--- config.mk ---
export PLATFORM = sky130hd
export DESIGN_NAME = sorted_unique_key_table_unit_flat
export DESIGN_NICKNAME = d
export VERILOG_FILES = /design/src/sukt_pkg.sv /design/src/sukt_req_if.sv /design/src/sukt_rsp_if.sv /design/src/sukt_ram.sv /design/src/sukt_rsp_reg.sv /design/src/sukt_ctrl.sv /design/src/sorted_unique_key_table_unit.sv /design/src/flat_wrapper.sv
export VERILOG_INCLUDE_DIRS = /design/src /design/src/src
export SDC_FILE = /design/constraint.sdc
export NUM_CORES = 1
export LEC_CHECK = 0
export BUFFER_PORTS_ARGS = -buffer_cell sky130_fd_sc_hd__buf_2
export CAP_MARGIN = 20
export CORE_MARGIN = 2
export CORE_UTILIZATION = 48
export DETAILED_ROUTE_END_ITERATION = 8
export HOLD_SLACK_MARGIN = 0.15
export PLACE_DENSITY = 0.6
export SLEW_MARGIN = 40
export SYNTH_ARGS = -nofsm -noshare
export SYNTH_HDL_FRONTEND = slang
export SYNTH_SLANG_ARGS = --single-unit
export TNS_END_PERCENT = 30
--- constraint.sdc ---
create_clock -name clock -period 4.2 [get_ports clock]
set_clock_uncertainty 0.2 [all_clocks]
set_input_delay 1.05 -clock clock [delete_from_list [all_inputs] [get_ports clock]]
set_output_delay 1.05 -clock clock [all_outputs]
set_load 0.1 [all_outputs]
--- src/sorted_unique_key_table_unit_assert.svh ---
// ----------------------------------------------------------------------------
// Sorted unique key table: assertion macros
// Shared concurrent assertion forms used by the table's RTL.
// ----------------------------------------------------------------------------
`ifndef SORTED_UNIQUE_KEY_TABLE_UNIT_ASSERT_SVH
`define SORTED_UNIQUE_KEY_TABLE_UNIT_ASSERT_SVH

// Same-cycle implication, checked outside reset.
`define SUKT_ASSERT_IMP(label, clk, rst, ante, cons) \
   label: assert property (@(posedge clk) disable iff (rst) (ante) |-> (cons)) \
      else $error("sukt: same-cycle check failed");

// Next-cycle implication, checked outside reset.
`define SUKT_ASSERT_NEXT(label, clk, rst, ante, cons) \
   label: assert property (@(posedge clk) disable iff (rst) (ante) |=> (cons)) \
      else $error("sukt: next-cycle check failed");

`endif

--- src/sukt_pkg.sv ---
`timescale 1ns / 1ps
// ----------------------------------------------------------------------------
// Sorted unique key table package
// Field widths, operation and status codes, controller states and the
// result record shared by the table's modules.
// ----------------------------------------------------------------------------
package sukt_pkg;

   localparam int DEFAULT_CAPACITY = 16;
   localparam int KEY_W            = 32;
   localparam int FUNC_W           = 2;
   localparam int STATUS_W         = 3;
   localparam int POS_W            = 7;

   typedef enum logic [FUNC_W-1:0] {
      FUNC_INSERT = 2'd0,
      FUNC_DELETE = 2'd1,
      FUNC_LIST   = 2'd2,
      FUNC_NONE   = 2'd3
   } func_type;

   typedef enum logic [STATUS_W-1:0] {
      STATUS_OK      = 3'd0,
      STATUS_DUP     = 3'd1,
      STATUS_FULL    = 3'd2,
      STATUS_MISSING = 3'd3,
      STATUS_EMPTY   = 3'd4
   } status_type;

   typedef enum logic [2:0] {
      ST_IDLE,
      ST_SCAN,
      ST_DECIDE,
      ST_SHIFT_UP,
      ST_SHIFT_DN,
      ST_PLACE,
      ST_RESP,
      ST_LIST
   } state_type;

   typedef struct packed {
      status_type               status;
      logic signed [KEY_W-1:0]  result_key;
      logic [POS_W-1:0]         position;
      logic                     last;
   } result_type;

endpackage

--- src/sukt_req_if.sv ---
`timescale 1ns / 1ps
// ----------------------------------------------------------------------------
// Request channel
// Valid/ready channel carrying one table operation and its key.
// ----------------------------------------------------------------------------
interface sukt_req_if;
   import sukt_pkg::*;

   logic                    valid;
   logic                    ready;
   logic [FUNC_W-1:0]       func;
   logic signed [KEY_W-1:0] key;

   modport source (output valid, output func, output key, input ready);
   modport sink (input valid, input func, input key, output ready);
endinterface

--- src/sukt_rsp_if.sv ---
`timescale 1ns / 1ps
// ----------------------------------------------------------------------------
// Response channel
// Valid/ready channel carrying one result record of the table.
// ----------------------------------------------------------------------------
interface sukt_rsp_if;
   import sukt_pkg::*;

   logic                    valid;
   logic                    ready;
   logic [STATUS_W-1:0]     status;
   logic signed [KEY_W-1:0] result_key;
   logic [POS_W-1:0]        position;
   logic                    last;

   modport source (output valid, output status, output result_key, output position,
                   output last, input ready);
   modport sink (input valid, input status, input result_key, input position,
                 input last, output ready);
endinterface

--- src/sukt_ram.sv ---
`timescale 1ns / 1ps
// ----------------------------------------------------------------------------
// Key memory
// Single write port, single read port, registered read data.
// ----------------------------------------------------------------------------
module sukt_ram #(
   parameter int  CAPACITY = sukt_pkg::DEFAULT_CAPACITY,
   localparam int ADDR_W   = (CAPACITY > 1) ? $clog2(CAPACITY) : 1
) (
   input  logic                             clock,
   input  logic                             wr_en,
   input  logic [ADDR_W-1:0]                wr_addr,
   input  logic signed [sukt_pkg::KEY_W-1:0] wr_data,
   input  logic [ADDR_W-1:0]                rd_addr,
   output logic signed [sukt_pkg::KEY_W-1:0] rd_data
);
   import sukt_pkg::*;

   logic signed [KEY_W-1:0] key_mem [CAPACITY];
   logic signed [KEY_W-1:0] rd_data_ff;

   always_ff @(posedge clock) begin
      if (wr_en) begin
         key_mem[wr_addr] <= wr_data;
      end
   end

   always_ff @(posedge clock) begin
      rd_data_ff <= key_mem[rd_addr];
   end

   assign rd_data = rd_data_ff;

endmodule

--- src/sukt_rsp_reg.sv ---
`timescale 1ns / 1ps
// ----------------------------------------------------------------------------
// Response output register
// Holds one result until the downstream transfer completes.
// ----------------------------------------------------------------------------
module sukt_rsp_reg (
   input  logic                 clock,
   input  logic                 reset,
   input  logic                 load,
   input  sukt_pkg::result_type result,
   output logic                 out_free,
   sukt_rsp_if.source           rsp_chan
);
   import sukt_pkg::*;

   logic       valid_ff;
   logic       valid_in;
   result_type data_ff;

   // The register can take a new result when empty or when it drains this cycle.
   assign out_free = !valid_ff || rsp_chan.ready;

   always_comb begin
      valid_in = valid_ff;
      if (load) begin
         valid_in = 1'b1;
      end else if (rsp_chan.ready) begin
         valid_in = 1'b0;
      end
   end

   always_ff @(posedge clock) begin
      if (reset) begin
         valid_ff <= 1'b0;
      end else begin
         valid_ff <= valid_in;
      end
   end

   always_ff @(posedge clock) begin
      if (load) begin
         data_ff <= result;
      end
   end

   assign rsp_chan.valid      = valid_ff;
   assign rsp_chan.status     = data_ff.status;
   assign rsp_chan.result_key = data_ff.result_key;
   assign rsp_chan.position   = data_ff.position;
   assign rsp_chan.last       = data_ff.last;

endmodule

--- src/sukt_ctrl.sv ---
`timescale 1ns / 1ps
`include "sorted_unique_key_table_unit_assert.svh"
// ----------------------------------------------------------------------------
// Table controller
// Scans the key memory for the sorted position, shifts entries to open or
// close a slot, and streams the list of keys to the response register.
// ----------------------------------------------------------------------------
module sukt_ctrl #(
   parameter int  CAPACITY = sukt_pkg::DEFAULT_CAPACITY,
   localparam int ADDR_W   = (CAPACITY > 1) ? $clog2(CAPACITY) : 1
) (
   input  logic                              clock,
   input  logic                              reset,
   sukt_req_if.sink                          req_chan,
   output logic                              mem_we,
   output logic [ADDR_W-1:0]                 mem_waddr,
   output logic signed [sukt_pkg::KEY_W-1:0] mem_wdata,
   output logic [ADDR_W-1:0]                 mem_raddr,
   input  logic signed [sukt_pkg::KEY_W-1:0] mem_rdata,
   output logic                              rsp_load,
   output sukt_pkg::result_type              rsp_result,
   input  logic                              out_free
);
   import sukt_pkg::*;

   localparam int CNT_W = $clog2(CAPACITY + 1);

   state_type               state_ff, state_in;
   func_type                func_ff, func_in;
   logic signed [KEY_W-1:0] key_ff, key_in;
   logic [CNT_W-1:0]        count_ff, count_in;
   logic [CNT_W-1:0]        idx_ff, idx_in;
   logic [CNT_W-1:0]        pos_ff, pos_in;
   logic                    match_ff, match_in;
   status_type              status_ff, status_in;

   logic [CNT_W-1:0] idx_inc, idx_inc2, idx_dec, idx_dec2;
   logic [CNT_W-1:0] count_inc, count_dec, pos_inc;
   logic             req_fire;
   logic             write_state;

   assign idx_inc   = idx_ff + CNT_W'(1);
   assign idx_inc2  = idx_ff + CNT_W'(2);
   assign idx_dec   = idx_ff - CNT_W'(1);
   assign idx_dec2  = idx_ff - CNT_W'(2);
   assign count_inc = count_ff + CNT_W'(1);
   assign count_dec = count_ff - CNT_W'(1);
   assign pos_inc   = pos_ff + CNT_W'(1);

   assign req_chan.ready = (state_ff == ST_IDLE);
   assign req_fire       = req_chan.valid && req_chan.ready;

   always_comb begin
      state_in   = state_ff;
      func_in    = func_ff;
      key_in     = key_ff;
      count_in   = count_ff;
      idx_in     = idx_ff;
      pos_in     = pos_ff;
      match_in   = match_ff;
      status_in  = status_ff;
      mem_we     = 1'b0;
      mem_waddr  = pos_ff[ADDR_W-1:0];
      mem_wdata  = key_ff;
      mem_raddr  = '0;
      rsp_load   = 1'b0;
      rsp_result.status     = status_ff;
      rsp_result.result_key = '0;
      rsp_result.position   = '0;
      rsp_result.last       = 1'b1;

      case (state_ff)
         ST_IDLE: begin
            // Entry zero is read here so a scan or list can start next cycle.
            mem_raddr = '0;
            if (req_fire) begin
               func_in = func_type'(req_chan.func);
               key_in  = req_chan.key;
               idx_in  = '0;
               case (func_type'(req_chan.func))
                  FUNC_INSERT: begin
                     state_in = ST_SCAN;
                  end
                  FUNC_DELETE: begin
                     if (count_ff == '0) begin
                        status_in = STATUS_EMPTY;
                        state_in  = ST_RESP;
                     end else begin
                        state_in = ST_SCAN;
                     end
                  end
                  FUNC_LIST: begin
                     if (count_ff == '0) begin
                        status_in = STATUS_EMPTY;
                        state_in  = ST_RESP;
                     end else begin
                        state_in = ST_LIST;
                     end
                  end
                  default: begin
                     state_in = ST_IDLE;
                  end
               endcase
            end
         end

         ST_SCAN: begin
            // One entry per cycle; the next entry is already being read.
            mem_raddr = idx_inc[ADDR_W-1:0];
            if (idx_ff == count_ff) begin
               pos_in   = idx_ff;
               match_in = 1'b0;
               state_in = ST_DECIDE;
            end else if (mem_rdata >= key_ff) begin
               pos_in   = idx_ff;
               match_in = (mem_rdata == key_ff);
               state_in = ST_DECIDE;
            end else begin
               idx_in = idx_inc;
            end
         end

         ST_DECIDE: begin
            if (func_ff == FUNC_INSERT) begin
               mem_raddr = count_dec[ADDR_W-1:0];
               if (match_ff) begin
                  status_in = STATUS_DUP;
                  state_in  = ST_RESP;
               end else if (count_ff == CNT_W'(CAPACITY)) begin
                  status_in = STATUS_FULL;
                  state_in  = ST_RESP;
               end else if (pos_ff == count_ff) begin
                  state_in = ST_PLACE;
               end else begin
                  idx_in   = count_ff;
                  state_in = ST_SHIFT_UP;
               end
            end else begin
               mem_raddr = pos_inc[ADDR_W-1:0];
               if (!match_ff) begin
                  status_in = STATUS_MISSING;
                  state_in  = ST_RESP;
               end else if (pos_inc == count_ff) begin
                  count_in  = count_dec;
                  status_in = STATUS_OK;
                  state_in  = ST_RESP;
               end else begin
                  idx_in   = pos_ff;
                  state_in = ST_SHIFT_DN;
               end
            end
         end

         ST_SHIFT_UP: begin
            // Entry idx-1 arrived from the read issued last cycle.
            mem_we    = 1'b1;
            mem_waddr = idx_ff[ADDR_W-1:0];
            mem_wdata = mem_rdata;
            mem_raddr = idx_dec2[ADDR_W-1:0];
            idx_in    = idx_dec;
            if (idx_dec == pos_ff) begin
               state_in = ST_PLACE;
            end
         end

         ST_SHIFT_DN: begin
            mem_we    = 1'b1;
            mem_waddr = idx_ff[ADDR_W-1:0];
            mem_wdata = mem_rdata;
            mem_raddr = idx_inc2[ADDR_W-1:0];
            idx_in    = idx_inc;
            if (idx_inc2 == count_ff) begin
               count_in  = count_dec;
               status_in = STATUS_OK;
               state_in  = ST_RESP;
            end
         end

         ST_PLACE: begin
            mem_we    = 1'b1;
            mem_waddr = pos_ff[ADDR_W-1:0];
            mem_wdata = key_ff;
            count_in  = count_inc;
            status_in = STATUS_OK;
            state_in  = ST_RESP;
         end

         ST_RESP: begin
            if (status_ff == STATUS_OK) begin
               rsp_result.result_key = key_ff;
               rsp_result.position   = POS_W'(pos_ff) + POS_W'(1);
            end
            if (out_free) begin
               rsp_load = 1'b1;
               state_in = ST_IDLE;
            end
         end

         ST_LIST: begin
            rsp_result.status     = STATUS_OK;
            rsp_result.result_key = mem_rdata;
            rsp_result.position   = POS_W'(idx_ff) + POS_W'(1);
            rsp_result.last       = (idx_inc == count_ff);
            // Hold the read address while stalled so the data stays put.
            mem_raddr = idx_ff[ADDR_W-1:0];
            if (out_free) begin
               rsp_load  = 1'b1;
               mem_raddr = idx_inc[ADDR_W-1:0];
               idx_in    = idx_inc;
               if (idx_inc == count_ff) begin
                  state_in = ST_IDLE;
               end
            end
         end

         default: begin
            state_in = ST_IDLE;
         end
      endcase
   end

   always_ff @(posedge clock) begin
      if (reset) begin
         state_ff <= ST_IDLE;
         count_ff <= '0;
      end else begin
         state_ff <= state_in;
         count_ff <= count_in;
      end
   end

   always_ff @(posedge clock) begin
      func_ff   <= func_in;
      key_ff    <= key_in;
      idx_ff    <= idx_in;
      pos_ff    <= pos_in;
      match_ff  <= match_in;
      status_ff <= status_in;
   end

   assign write_state = (state_ff == ST_SHIFT_UP) || (state_ff == ST_SHIFT_DN) ||
                        (state_ff == ST_PLACE);

   `SUKT_ASSERT_IMP(a_count_range, clock, reset, 1'b1, count_ff <= CNT_W'(CAPACITY))
   `SUKT_ASSERT_IMP(a_scan_bound, clock, reset, state_ff == ST_SCAN, idx_ff <= count_ff)
   `SUKT_ASSERT_IMP(a_write_state, clock, reset, mem_we, write_state)
   `SUKT_ASSERT_NEXT(a_place_grows, clock, reset, state_ff == ST_PLACE, count_ff == $past(count_inc))
   `SUKT_ASSERT_IMP(a_load_free, clock, reset, rsp_load, out_free)

endmodule

--- src/sorted_unique_key_table_unit.sv ---
`timescale 1ns / 1ps
// ----------------------------------------------------------------------------
// Sorted unique key table unit
// Ordered set of distinct signed keys with insert, delete and list requests.
// ----------------------------------------------------------------------------
// Keys live in ascending order in a single-port-read key memory, so a request
// on a non-empty table walks that memory one entry per cycle unless the
// response side holds it. In an insert or delete, the scan reads entries up
// to the key's position, then one entry per cycle is moved to open or close a
// slot. A list request gives one result per cycle, as long as the response
// side keeps taking them. A new request is taken once the previous one has
// handed its last result to the output register. No clearing pass is needed
// after reset: only entries below the count are used.
module sorted_unique_key_table_unit #(
   parameter int CAPACITY = sukt_pkg::DEFAULT_CAPACITY
) (
   input  logic        clock,
   input  logic        reset,
   sukt_req_if.sink    req_chan,
   sukt_rsp_if.source  rsp_chan
);
   import sukt_pkg::*;

   localparam int ADDR_W = (CAPACITY > 1) ? $clog2(CAPACITY) : 1;

   logic                    mem_we;
   logic [ADDR_W-1:0]       mem_waddr;
   logic signed [KEY_W-1:0] mem_wdata;
   logic [ADDR_W-1:0]       mem_raddr;
   logic signed [KEY_W-1:0] mem_rdata;
   logic                    rsp_load;
   result_type              rsp_result;
   logic                    out_free;

   sukt_ram #(.CAPACITY(CAPACITY)) u_ram (
      .clock   (clock),
      .wr_en   (mem_we),
      .wr_addr (mem_waddr),
      .wr_data (mem_wdata),
      .rd_addr (mem_raddr),
      .rd_data (mem_rdata)
   );

   sukt_ctrl #(.CAPACITY(CAPACITY)) u_ctrl (
      .clock      (clock),
      .reset      (reset),
      .req_chan   (req_chan),
      .mem_we     (mem_we),
      .mem_waddr  (mem_waddr),
      .mem_wdata  (mem_wdata),
      .mem_raddr  (mem_raddr),
      .mem_rdata  (mem_rdata),
      .rsp_load   (rsp_load),
      .rsp_result (rsp_result),
      .out_free   (out_free)
   );

   sukt_rsp_reg u_rsp_reg (
      .clock    (clock),
      .reset    (reset),
      .load     (rsp_load),
      .result   (rsp_result),
      .out_free (out_free),
      .rsp_chan (rsp_chan)
   );

endmodule
--- src/flat_wrapper.sv ---
// flat-port wrapper written by rule: the top's interface ports become plain ports
module sorted_unique_key_table_unit_flat import sukt_pkg::*;
#(
   parameter int CAPACITY = sukt_pkg::DEFAULT_CAPACITY
)
  (clock, reset, req_chan_valid, req_chan_func, req_chan_key, req_chan_ready, rsp_chan_valid, rsp_chan_status, rsp_chan_result_key, rsp_chan_position, rsp_chan_last, rsp_chan_ready);
  sukt_req_if req_chan_i ();
  sukt_rsp_if rsp_chan_i ();
  input  logic clock;
  input  logic reset;
  input wire logic [$bits(req_chan_i.valid)-1:0] req_chan_valid;
  input wire logic [$bits(req_chan_i.func)-1:0] req_chan_func;
  input wire logic [$bits(req_chan_i.key)-1:0] req_chan_key;
  output wire logic [$bits(req_chan_i.ready)-1:0] req_chan_ready;
  output wire logic [$bits(rsp_chan_i.valid)-1:0] rsp_chan_valid;
  output wire logic [$bits(rsp_chan_i.status)-1:0] rsp_chan_status;
  output wire logic [$bits(rsp_chan_i.result_key)-1:0] rsp_chan_result_key;
  output wire logic [$bits(rsp_chan_i.position)-1:0] rsp_chan_position;
  output wire logic [$bits(rsp_chan_i.last)-1:0] rsp_chan_last;
  input wire logic [$bits(rsp_chan_i.ready)-1:0] rsp_chan_ready;
  assign req_chan_i.valid = req_chan_valid;
  assign req_chan_i.func = req_chan_func;
  assign req_chan_i.key = req_chan_key;
  assign req_chan_ready = req_chan_i.ready;
  assign rsp_chan_valid = rsp_chan_i.valid;
  assign rsp_chan_status = rsp_chan_i.status;
  assign rsp_chan_result_key = rsp_chan_i.result_key;
  assign rsp_chan_position = rsp_chan_i.position;
  assign rsp_chan_last = rsp_chan_i.last;
  assign rsp_chan_i.ready = rsp_chan_ready;
  sorted_unique_key_table_unit #(.CAPACITY(CAPACITY)) u_core (.clock(clock), .reset(reset), .req_chan(req_chan_i), .rsp_chan(rsp_chan_i));
endmodule
**Yosys cells after proc, flatten, opt, wreduce, memory -nomap -nowiden**

Memories as Yosys holds them, arrays and structs flattened. A register that Yosys moved wholly into a read port is not among the register bits.
Index checks and enable logic that the tools add are counted.

- Bits of input ports: 38
- Register bits after elaboration: 100
- Word-level logic and storage cells: 146
- Memory bits (read-only): 0
- RAM bits: 512
- Memories: 1
- Latch bits: 0
- Output and inout bits: 45

Memory list:

| name | depth | bits a word | rd ports | clocked after memory_dff | wr ports | line | text |
|---|---|---|---|---|---|---|---|
| u_core.u_ram.key_mem | 16 | 32 | 1 | 1 | 1 | sukt_ram.sv:19 | `logic signed [KEY_W-1:0] key_mem [CAPACITY];` |

- Bitwise logic cells: 0
- Reduce and logical (&&, ||, !) cells: 23
- Muxes and demuxes: 61
- Equality and inequality tests: 38
- Shift-type cells: 0
- Div/mod/pow operators: 0
- $lt $le $gt $ge: 1
- $add $sub $neg: 9
- Multiply operators: 0

Operators by type and width:

| cell | count |
|---|---|
| 5-bit 2-to-1 mux | 16 |
| 39-bit case mux with 2 select lines | 1 |
| 3-bit 2-to-1 mux | 22 |
| 39-bit 2-to-1 mux | 1 |
| 32-bit == test | 1 |
| 32-bit greater-or-equal comparator | 1 |
| 32-bit 2-to-1 mux | 1 |
| 5-bit == test | 6 |
| 5-bit case mux with 6 select lines | 1 |
| 3-bit case mux with 8 select lines | 1 |
| 4-bit case mux with 5 select lines | 1 |
| 2-bit inequality test, second input constant | 9 |
| 3-bit inequality test, second input constant | 6 |
| 5-bit by 1-bit adder with 5-bit output, second input constant | 3 |
| 5-bit case mux with 3 select lines | 1 |
| 7-bit AND reduction | 2 |
| 5-bit by 1-bit adder with 6-bit output, second input constant | 2 |
| 3-bit == test, second input constant | 4 |
| 4-bit 2-to-1 mux | 3 |
| 3-bit case mux with 4 select lines | 1 |
| 10-bit AND reduction | 1 |
| 5-bit by 1-bit subtractor with 5-bit output, second input constant | 2 |
| 1-bit 2-to-1 mux | 9 |
| 3-bit case mux with 3 select lines | 1 |
| other kinds (24) | 36 |

**Longest topological paths before layout**

Gate-level depths: netlist (run 1).

- Word-level depth: 6
- Gate-level depth with buffers: 13
- Mapped depth without buffers: 10

**Hierarchy**

A second synthesis (run 1) with hierarchy kept.

- Cell total of the unflattened synthesis: 1463
- Area, all modules: 26379.0 um^2

By module, submodules not included:

| module | sequential area each (um^2) | cells each | times used | area an instance (um^2) |
|---|---|---|---|---|
| sukt_ram | 16015.4 | 838 | 1 | 19835.3 |
| sukt_ctrl | 1601.5 | 578 | 1 | 5206.2 |
| sukt_rsp_reg | 1311.3 | 47 | 1 | 1337.5 |

**Worst setup path before layout (run 1)**

Ideal clock, no wire load.

- Kind: reg2reg
- Start: reg u_core.u_ctrl.state_ff[1]
- End: reg u_core.u_ctrl.func_ff[0], enable pin
- Setup slack: 0.479 ns
- Arrival: 3.126 ns
- Required time: 3.606 ns
- Setup time: 0.394 ns
- Path buffers: 0
- Cell stages (with the launch flop): 5
- Clock period less this slack: 3.721 ns
- Path through: dfxtp_1 > inv_1 > ha_1 > nor2b_1 > and2_1

- Cells in the longest elaborated chain, start to end: 3

RTL lines:

| item | line | text |
|---|---|---|
| start, declared | sukt_ctrl.sv:28 | `state_type state_ff, state_in;` |
| start signal, assigned | sukt_ctrl.sv:227 | `state_ff <= state_in;` |
| 3-bit logical NOT * | sukt_ctrl.sv:50 | `assign req_chan.ready = (state_ff == ST_IDLE);` |
| named net req_chan_ready | flat_wrapper.sv:14 | `output wire logic [$bits(req_chan_i.ready)-1:0] req_chan_ready;` |
| 1-bit logical AND | sukt_ctrl.sv:51 | `assign req_fire = req_chan.valid && req_chan.ready;` |
| 2-bit AND reduction (no source line) * | -- |  |
| end signal, assigned | sukt_ctrl.sv:233 | `func_ff <= func_in;` |
| end, declared | sukt_ctrl.sv:29 | `func_type func_ff, func_in;` |

The timed path passes the listed nets; every way through them passes the cells marked *.
A chain may end at the register's enable or synchronous reset.

**Worst setup path in the final report (run 1)**

- Start: reg u_core.u_ctrl.state_ff[0]
- End: reg u_core.u_ram.rd_data_ff[1], in the netlist u_core.u_ram.rd_data[1] (read register of u_core.u_ram.key_mem)

- Cells in the longest elaborated chain, start to end: 2
- Elaborated cells between the ends (all ways): 6
- Those cells by class: eq/ne: 5; mux: 1

RTL lines:

| item | line | text |
|---|---|---|
| 3-bit == test (tied with other cells) | sukt_ctrl.sv:72 | `case (state_ff)` |
| 4-bit case mux with 5 select lines * | sukt_ctrl.sv:72 |  |
| end, declared | sukt_ram.sv:20 | `logic signed [KEY_W-1:0] rd_data_ff;` |

Every way passes the cells marked *; elsewhere a longest branch is shown, timed or not.

==> impl_metrics.csv, run 1 <==
group,metric,value,unit
global_routing,grt_use_total,0.2463,
timing,rsz_0062_raised_after_global_routing,"false",
worst_hold_path,hold_end,"u_core.u_rsp_reg.rsp_chan.valid",
worst_hold_path,timing.hold.worst_path_depth,2,
drt,vias,17640,
global_routing,global_route_wire_length_before_repair,105.8,mm
critical_path,critical_path.cell_chain,"inv_1, ha_1, mux2i_2, mux2i_1, a221o_4, buf_12, a211oi_1, a31oi_1, a22oi_1, o221ai_1",
clocking,clkSlewWorstSetupHoldPaths,0.06,ns
critical_path,path_class,"register to register",
placed_design,routabilityCongestion,0.8720,
placed_design,hpwl,40.39,mm
layout,area_added_between_synthesis_and_finish,16.59,%
critical_path,end_kind,"register",
yosys,synthDominantCellAreaShare,0.6685,
drt,drtPass1Iterations,7,
floorplanning,fp.dieH,241.3,µm
placed_design,place.port_buffers,81,
drt,drc,0,
clocking,clk_root_buffer_cell,"clkbuf_16",
power,leakage,10.92,nW
power,total_power,25.14,mW
timing,setup-tns-final,0,ns
timing,final_critical_path_setup_slack,0.5560,ns
yosys,synth.lib_cells_used.distinct,68,
drt,route.detailed.vias_per_inst,5.721,
power,ir_drop,0.4897,mV
yosys,synth_area,27040,µm²
critical_path,timing.critical_path.arrival,3.88,ns
clocking,tritoncts.num_buffers,69,
layout,fin_nets,2369,
global_routing,vias_in_the_first_global_route,16880,
layout,filler_cell_count,4430,
clocking,htree_levels,3,
clocking,post-cts-setup-buffers,0,
critical_path,r2r_path_end,"u_core.u_ram.rd_data[1]",
yosys,syn_inst,2158,
clocking,cts_sinks,643,
clocking,cts-hold-fix-buffers,0,
yosys,ys_top_cells_by_area,"edfxtp_1 (67%), nand2_1 (4.9%), nor2_1 (3.4%)",
job,timing.max_cap.violations,0,
timing,fmax,0.2744,GHz
critical_path,cp_slowest_stage_delay,0.56,ns
clocking,clk-insertion-delay-late,0.62,ns
floorplanning,core_area,55420,µm²
layout,mostFrequentLayoutCell,"edfxtp_1",
yosys,synth_seq_area_share,0.6989,
yosys,dominantRegCellSynth,"edfxtp_1",
timing,worst_slew_margin_rel,0.4734,
drt,drtIter0Drc,2018,
global_routing,number_of_antenna_violations_at_the_first_check_in_global_routing,0,
yosys,synth.yosys.warnings,0,
timing,worst_slew_pin_slew,0.7827,ns
floorplanning,initial_utilization,0.4879,
yosys,synth_area_leader_cell,"edfxtp_1",
layout,highest_count_cells_in_the_layout_ignoring_fill_and_taps,"edfxtp_1 (602), nand2_1 (348), nor2_1 (230)",
timing,report.final.slew_viol_count,0,
drt,routed_wl_per_cell,22.96,µm
yosys,synth-async-reset-ratio,0,
worst_hold_path,timing.hold.worst.class,"register to register",
floorplanning,placementRows,86,
critical_path,timing.rr.start,"u_core.u_ctrl.state_ff[0]",
timing,fin_crit,3.644,ns
layout,layout-drive-gt1-share,0.1473,
global_routing,grt_overflow_total,0,
timing,final-hold-violation-count,0,
yosys,synth_edf_count,602,
critical_path,critical_path.max_fanout,54,
clocking,post_cts_resized,0,
worst_hold_path,hold_path_startpoint,"u_core.u_rsp_reg.rsp_chan.valid",
critical_path,critical_path.top_delay_family,"compound AO/OA/AOI/OAI gates",
layout,final_antenna_diode_count,0,
yosys,postSynthAreaPerCell,12.53,µm²
floorplanning,area_enclosed_by_the_die_boundary,58250,µm²
drt,detail-route-antenna-nets,0,
yosys,register_bit_total_from_synthesis,643,
status,outcome,"finished clean",
global_routing,grt_start_max_net_pins,112,
critical_path,r2r_cells,10,
floorplanning,top_level_ports,83,
critical_path,critPathSlowestCell,"a221o_4",
drt,postRouteWirelength,70.82,mm
timing,fin_crit_share,0.8676,
critical_path,timing.reg2reg.setup_slack,0.56,ns
critical_path,cp_num_buf_inv,2,
power,power_density,797.6,nW/µm²
critical_path,worst_ep_required_time,4.43,ns
critical_path,critical_path.startpoint_type,"register",
timing,final_setup_violation_count,0,
placed_design,pre_cts_ws,0.3966,ns
clocking,tritoncts_clock_tree,"yes",
floorplanning,die_x,241.3,µm
yosys,synthesis.nets,2248,
clocking,ctsLongestPathBuffers,3,
routing by layer:
metal  vias to the layer above  track usage  wire length [µm]
li1                       8128            -                 -
met1                      8757       0.3496             30980
met2                       654       0.3972             33690
met3                       104      0.03578              4711
met4                         0      0.07146              1443
met5                         -            0                 0
Yosys cell counts, drive strengths merged (7+ instances only):
library cell,count
a211oi,67
nor3,14
o22ai,7
xor2,19
o21ai,147
nand3,83
nand2b,7
a21oi,30
dfxtp,41
nor2b,7
mux2i,7
edfxtp,602
a22oi,32
nor2,248
nand2,351
and2,72
inv,48
o221ai,37
nand4,8
ha,52
clkbuf,65
buf,72
a31oi,69
xnor2,21
cells by family (layout without fill, tap and decap cells):
| kind of cell | after synthesis | in the layout | synth area share |
|---|---|---|---|
| xor+xnor | 40 | 40 | 0.01379 |
| compound gates | 415 | 415 | 0.09986 |
| simple gates | 813 | 813 | 0.1296 |
| buf+inv | 185 | 363 | 0.03012 |
| other cells | 1 | 1 | 0.0001387 |
| flops | 643 | 643 | 0.6989 |
| fa+ha+maj | 52 | 52 | 0.02406 |
| mux | 9 | 9 | 0.003563 |
state kept, by name (all words and copies together), names as in the netlist, 5 cells and up:
register / count
u_core.u_ram.key_mem: 512
u_core.u_ctrl.key_ff: 32
u_core.u_ram.rd_data: 32
u_core.u_rsp_reg.rsp_chan.result_key: 32
u_core.u_rsp_reg.rsp_chan.position: 6
u_core.u_ctrl.count_ff: 5
u_core.u_ctrl.idx_ff: 5
u_core.u_ctrl.pos_ff: 5
worst max path at each step:
stage	startpoint	endpoint	slack [ns]	cells past startpoint
finish	u_core.u_ctrl.state_ff[0]	u_core.u_ram.rd_data[1]	0.56	10
CTS	u_core.u_ctrl.state_ff[0]	u_core.u_ram.rd_data[1]	0.60	10
global route	u_core.u_ctrl.state_ff[0]	u_core.u_ram.rd_data[10]	0.31	10
detailed placement	rsp_chan_ready	u_core.u_ram.rd_data[1]	0.40	9
floorplan	u_core.u_ctrl.state_ff[1]	u_core.u_ctrl.func_ff[0]	0.48	4
global placement	rsp_chan_ready	u_core.u_ram.rd_data[1]	0.41	9
power by group:
part / switching (mW) / internal (mW)
registers: 0.413 / 8.56
logic: 6.51 / 3.14
clock network: 2.52 / 4.00
metrics by stage:
step	std cells	utilization	hold WS (ns)	area, µm²
6_report	3084	0.5689	0.3699	31530
5_1_grt	3084	0.5689	0.3869	31530
4_1_cts	3084	0.5688	0.3591	31520
3_5_place_dp	2956	0.5244	0.3480	29060
3_3_place_gp	2953	0.5230	0.3426	28980
2_1_floorplan	2158	-	0.2720	27040
worst register-to-register path, delay by kind of cell, from the launching register on:
kind | cells | cell delay [ns]
compound gates | 5 | 1.38
fa+ha+maj | 1 | 0.32
buf+inv | 2 | 0.38
flops | 1 | 0.39
mux | 2 | 0.83
area by class of cell:
class                   count  area [µm²]  area share
clock buffers              93        1972     0.06255
multi-input cells        1330        7526      0.2387
inverters                  48       180.2    0.005715
repair buffers            187        1524     0.04834
flip-flops and latches    643       18900      0.5995
well taps                 748       935.9     0.02969
clock inverters            35       489.2     0.01552
Note: power is estimated with default switching activity, not from simulation.
==> run 2, diff against run 1 <==
- CORE_MARGIN: 2 -> not set
- PLACE_DENSITY: 0.6 -> not set
==> impl_metrics.csv, run 2 (synthesis results as in run 1) <==
group,metric,value,unit
layout,filler_cell_count,4479,
clocking,tritoncts_clock_tree,"yes",
floorplanning,area_enclosed_by_the_die_boundary,57290,µm²
global_routing,grt_overflow_total,0,
critical_path,end_kind,"register",
drt,detail-route-antenna-nets,0,
clocking,tritoncts.num_buffers,70,
global_routing,global_route_wire_length_before_repair,105.1,mm
worst_hold_path,timing.hold.worst.class,"register to register",
critical_path,path_class,"register to register",
status,outcome,"finished clean",
power,power_density,786.9,nW/µm²
clocking,post_cts_resized,0,
layout,layout-drive-gt1-share,0.1389,
clocking,htree_levels,3,
power,cell_internal_power_dissipation,15.31,mW
global_routing,grt_use_total,0.2514,
floorplanning,top_level_ports,83,
layout,final_antenna_diode_count,0,
clocking,post-cts-setup-buffers,0,
timing,final_setup_violation_count,0,
critical_path,worst_ep_required_time,4.33,ns
layout,largest_register_ffs,512,
global_routing,vias_in_the_first_global_route,16800,
clocking,ctsLongestPathBuffers,3,
floorplanning,initial_utilization,0.4879,
power,switching_power,9.305,mW
timing,fmax,0.2637,GHz
layout,finalInstanceArea,31280,µm²
clocking,cts-hold-fix-buffers,0,
critical_path,critical_path.max_fanout,5,
global_routing,number_of_antenna_violations_at_the_first_check_in_global_routing,1,
drt,vias,17510,
placed_design,routabilityCongestion,0.9028,
timing,rsz_0062_raised_after_global_routing,"false",
drt,drtIter0Drc,1737,
drt,routed_wl_per_cell,23.10,µm
job,timing.max_cap.violations,0,
clocking,clkSlewWorstSetupHoldPaths,0.06,ns
critical_path,critical_path.startpoint_type,"register",
floorplanning,fp.dieH,239.3,µm
drt,drtPass1Iterations,5,
critical_path,timing.rr.start,"u_core.u_ctrl.key_ff[7]",
clocking,cts_sinks,643,
layout,highest_count_cells_in_the_layout_ignoring_fill_and_taps,"edfxtp_1 (602), nand2_1 (348), nor2_1 (230)",
placed_design,hpwl,40.15,mm
critical_path,timing.critical_path.arrival,3.92,ns
global_routing,grt_start_max_net_pins,73,
layout,mostFrequentLayoutCell,"edfxtp_1",
power,switching_share,0.3780,
global_routing,gr-usage-met2,0.4072,
placed_design,detailed_place.area,28990,µm²
power,sequentialPowerShare,0.366,
power,clock_power_share,0.248,
layout,registers.top_by_ff_count,"u_core.u_ram.key_mem",
drt,drc,0,
power,leakage,10.79,nW
critical_path,crit_path_start,"u_core.u_ctrl.key_ff[7]",
global_routing,gr-max-usage-layer,"met2",
global_routing,grtUsageMet1,0.3450,
layout,area_added_between_synthesis_and_finish,15.68,%
drt,route.detailed.vias_per_inst,5.699,
power,ir_drop,0.3890,mV
floorplanning,placementRows,86,
placed_design,place.port_buffers,81,
timing,setup-tns-final,0,ns
timing,fin_crit,3.792,ns
timing,worst_slew_pin_slew,0.8385,ns
clocking,clk-insertion-delay-late,0.61,ns
timing,worst_slew_margin_rel,0.4410,
power,combinationalPowerShare,0.386,
floorplanning,die_x,239.3,µm
drt,postRouteWirelength,70.97,mm
timing,fin_crit_share,0.9029,
worst_hold_path,hold_path_startpoint,"u_core.u_rsp_reg.rsp_chan.valid",
global_routing,use_met3,0.03653,
clocking,clk_root_buffer_cell,"clkbuf_16",
timing,final-hold-violation-count,0,
floorplanning,core_area,55420,µm²
layout,fin_nets,2358,
timing,report.final.slew_viol_count,0,
run 2: power groups by stage:
stage	combinational [mW]	sequential [mW]	clock, mW
after floorplan	6.17	9.15	0
after global placement	9.24	9.13	0
after detailed placement	9.45	9.13	0
after CTS	9.49	9.00	6.20
after global routing	10.5	9.06	6.43
final	9.50	9.02	6.09
run 2: metal layers:
metal	share of wire	routed length [µm]
met5	0	0
met2	0.48	33830
met3	0.062	4367
met1	0.43	30760
met4	0.028	2017
run 2: path summary, 6_finish.rpt:
path | slack (ns) | end | cells after the start
min | 0.37 | u_core.u_rsp_reg.rsp_chan.valid | 2
max reg2reg | 0.41 | u_core.u_ctrl.idx_ff[1] | 11
min reg2reg | 0.37 | u_core.u_rsp_reg.rsp_chan.valid | 2
max | 0.41 | u_core.u_ctrl.idx_ff[1] | 11
run 2: per-stage QoR:
stage	hold WS, ns	util	cells	setup slack (ns)	power (mW)
3_3_place_gp	0.3643	0.5219	2942	0.3552	18.37
6_report	0.3679	0.5644	3073	0.4077	24.61
3_5_place_dp	0.3490	0.5231	2944	0.4155	18.58
5_1_grt	0.3957	0.5644	3073	0.3146	25.96
4_1_cts	0.3620	0.5644	3073	0.4077	24.70
2_1_floorplan	0.2720	-	2158	0.4795	15.32
run 2: worst max-delay path, stage by stage (launching register included):
cell and delay (ns):
edfxtp_1 0.39, inv_1 0.14, ha_1 0.26, nand2_1 0.21, o21ai_0 0.23, a221oi_1 0.76
o211ai_1 0.22, a21oi_1 0.22, xnor2_1 0.19, a21oi_1 0.13, nor4_1 0.36, buf_4 0.21
run 2: layout make-up:
class | instances | area (µm²) | share of cell area
repair buffers | 175 | 1451 | 0.04640
multi-input cells | 1330 | 7527 | 0.2407
clock inverters | 30 | 291.5 | 0.009320
clock buffers | 99 | 1994 | 0.06376
flip-flops and latches | 643 | 18900 | 0.6042
inverters | 48 | 180.2 | 0.005760
well taps | 748 | 935.9 | 0.02992
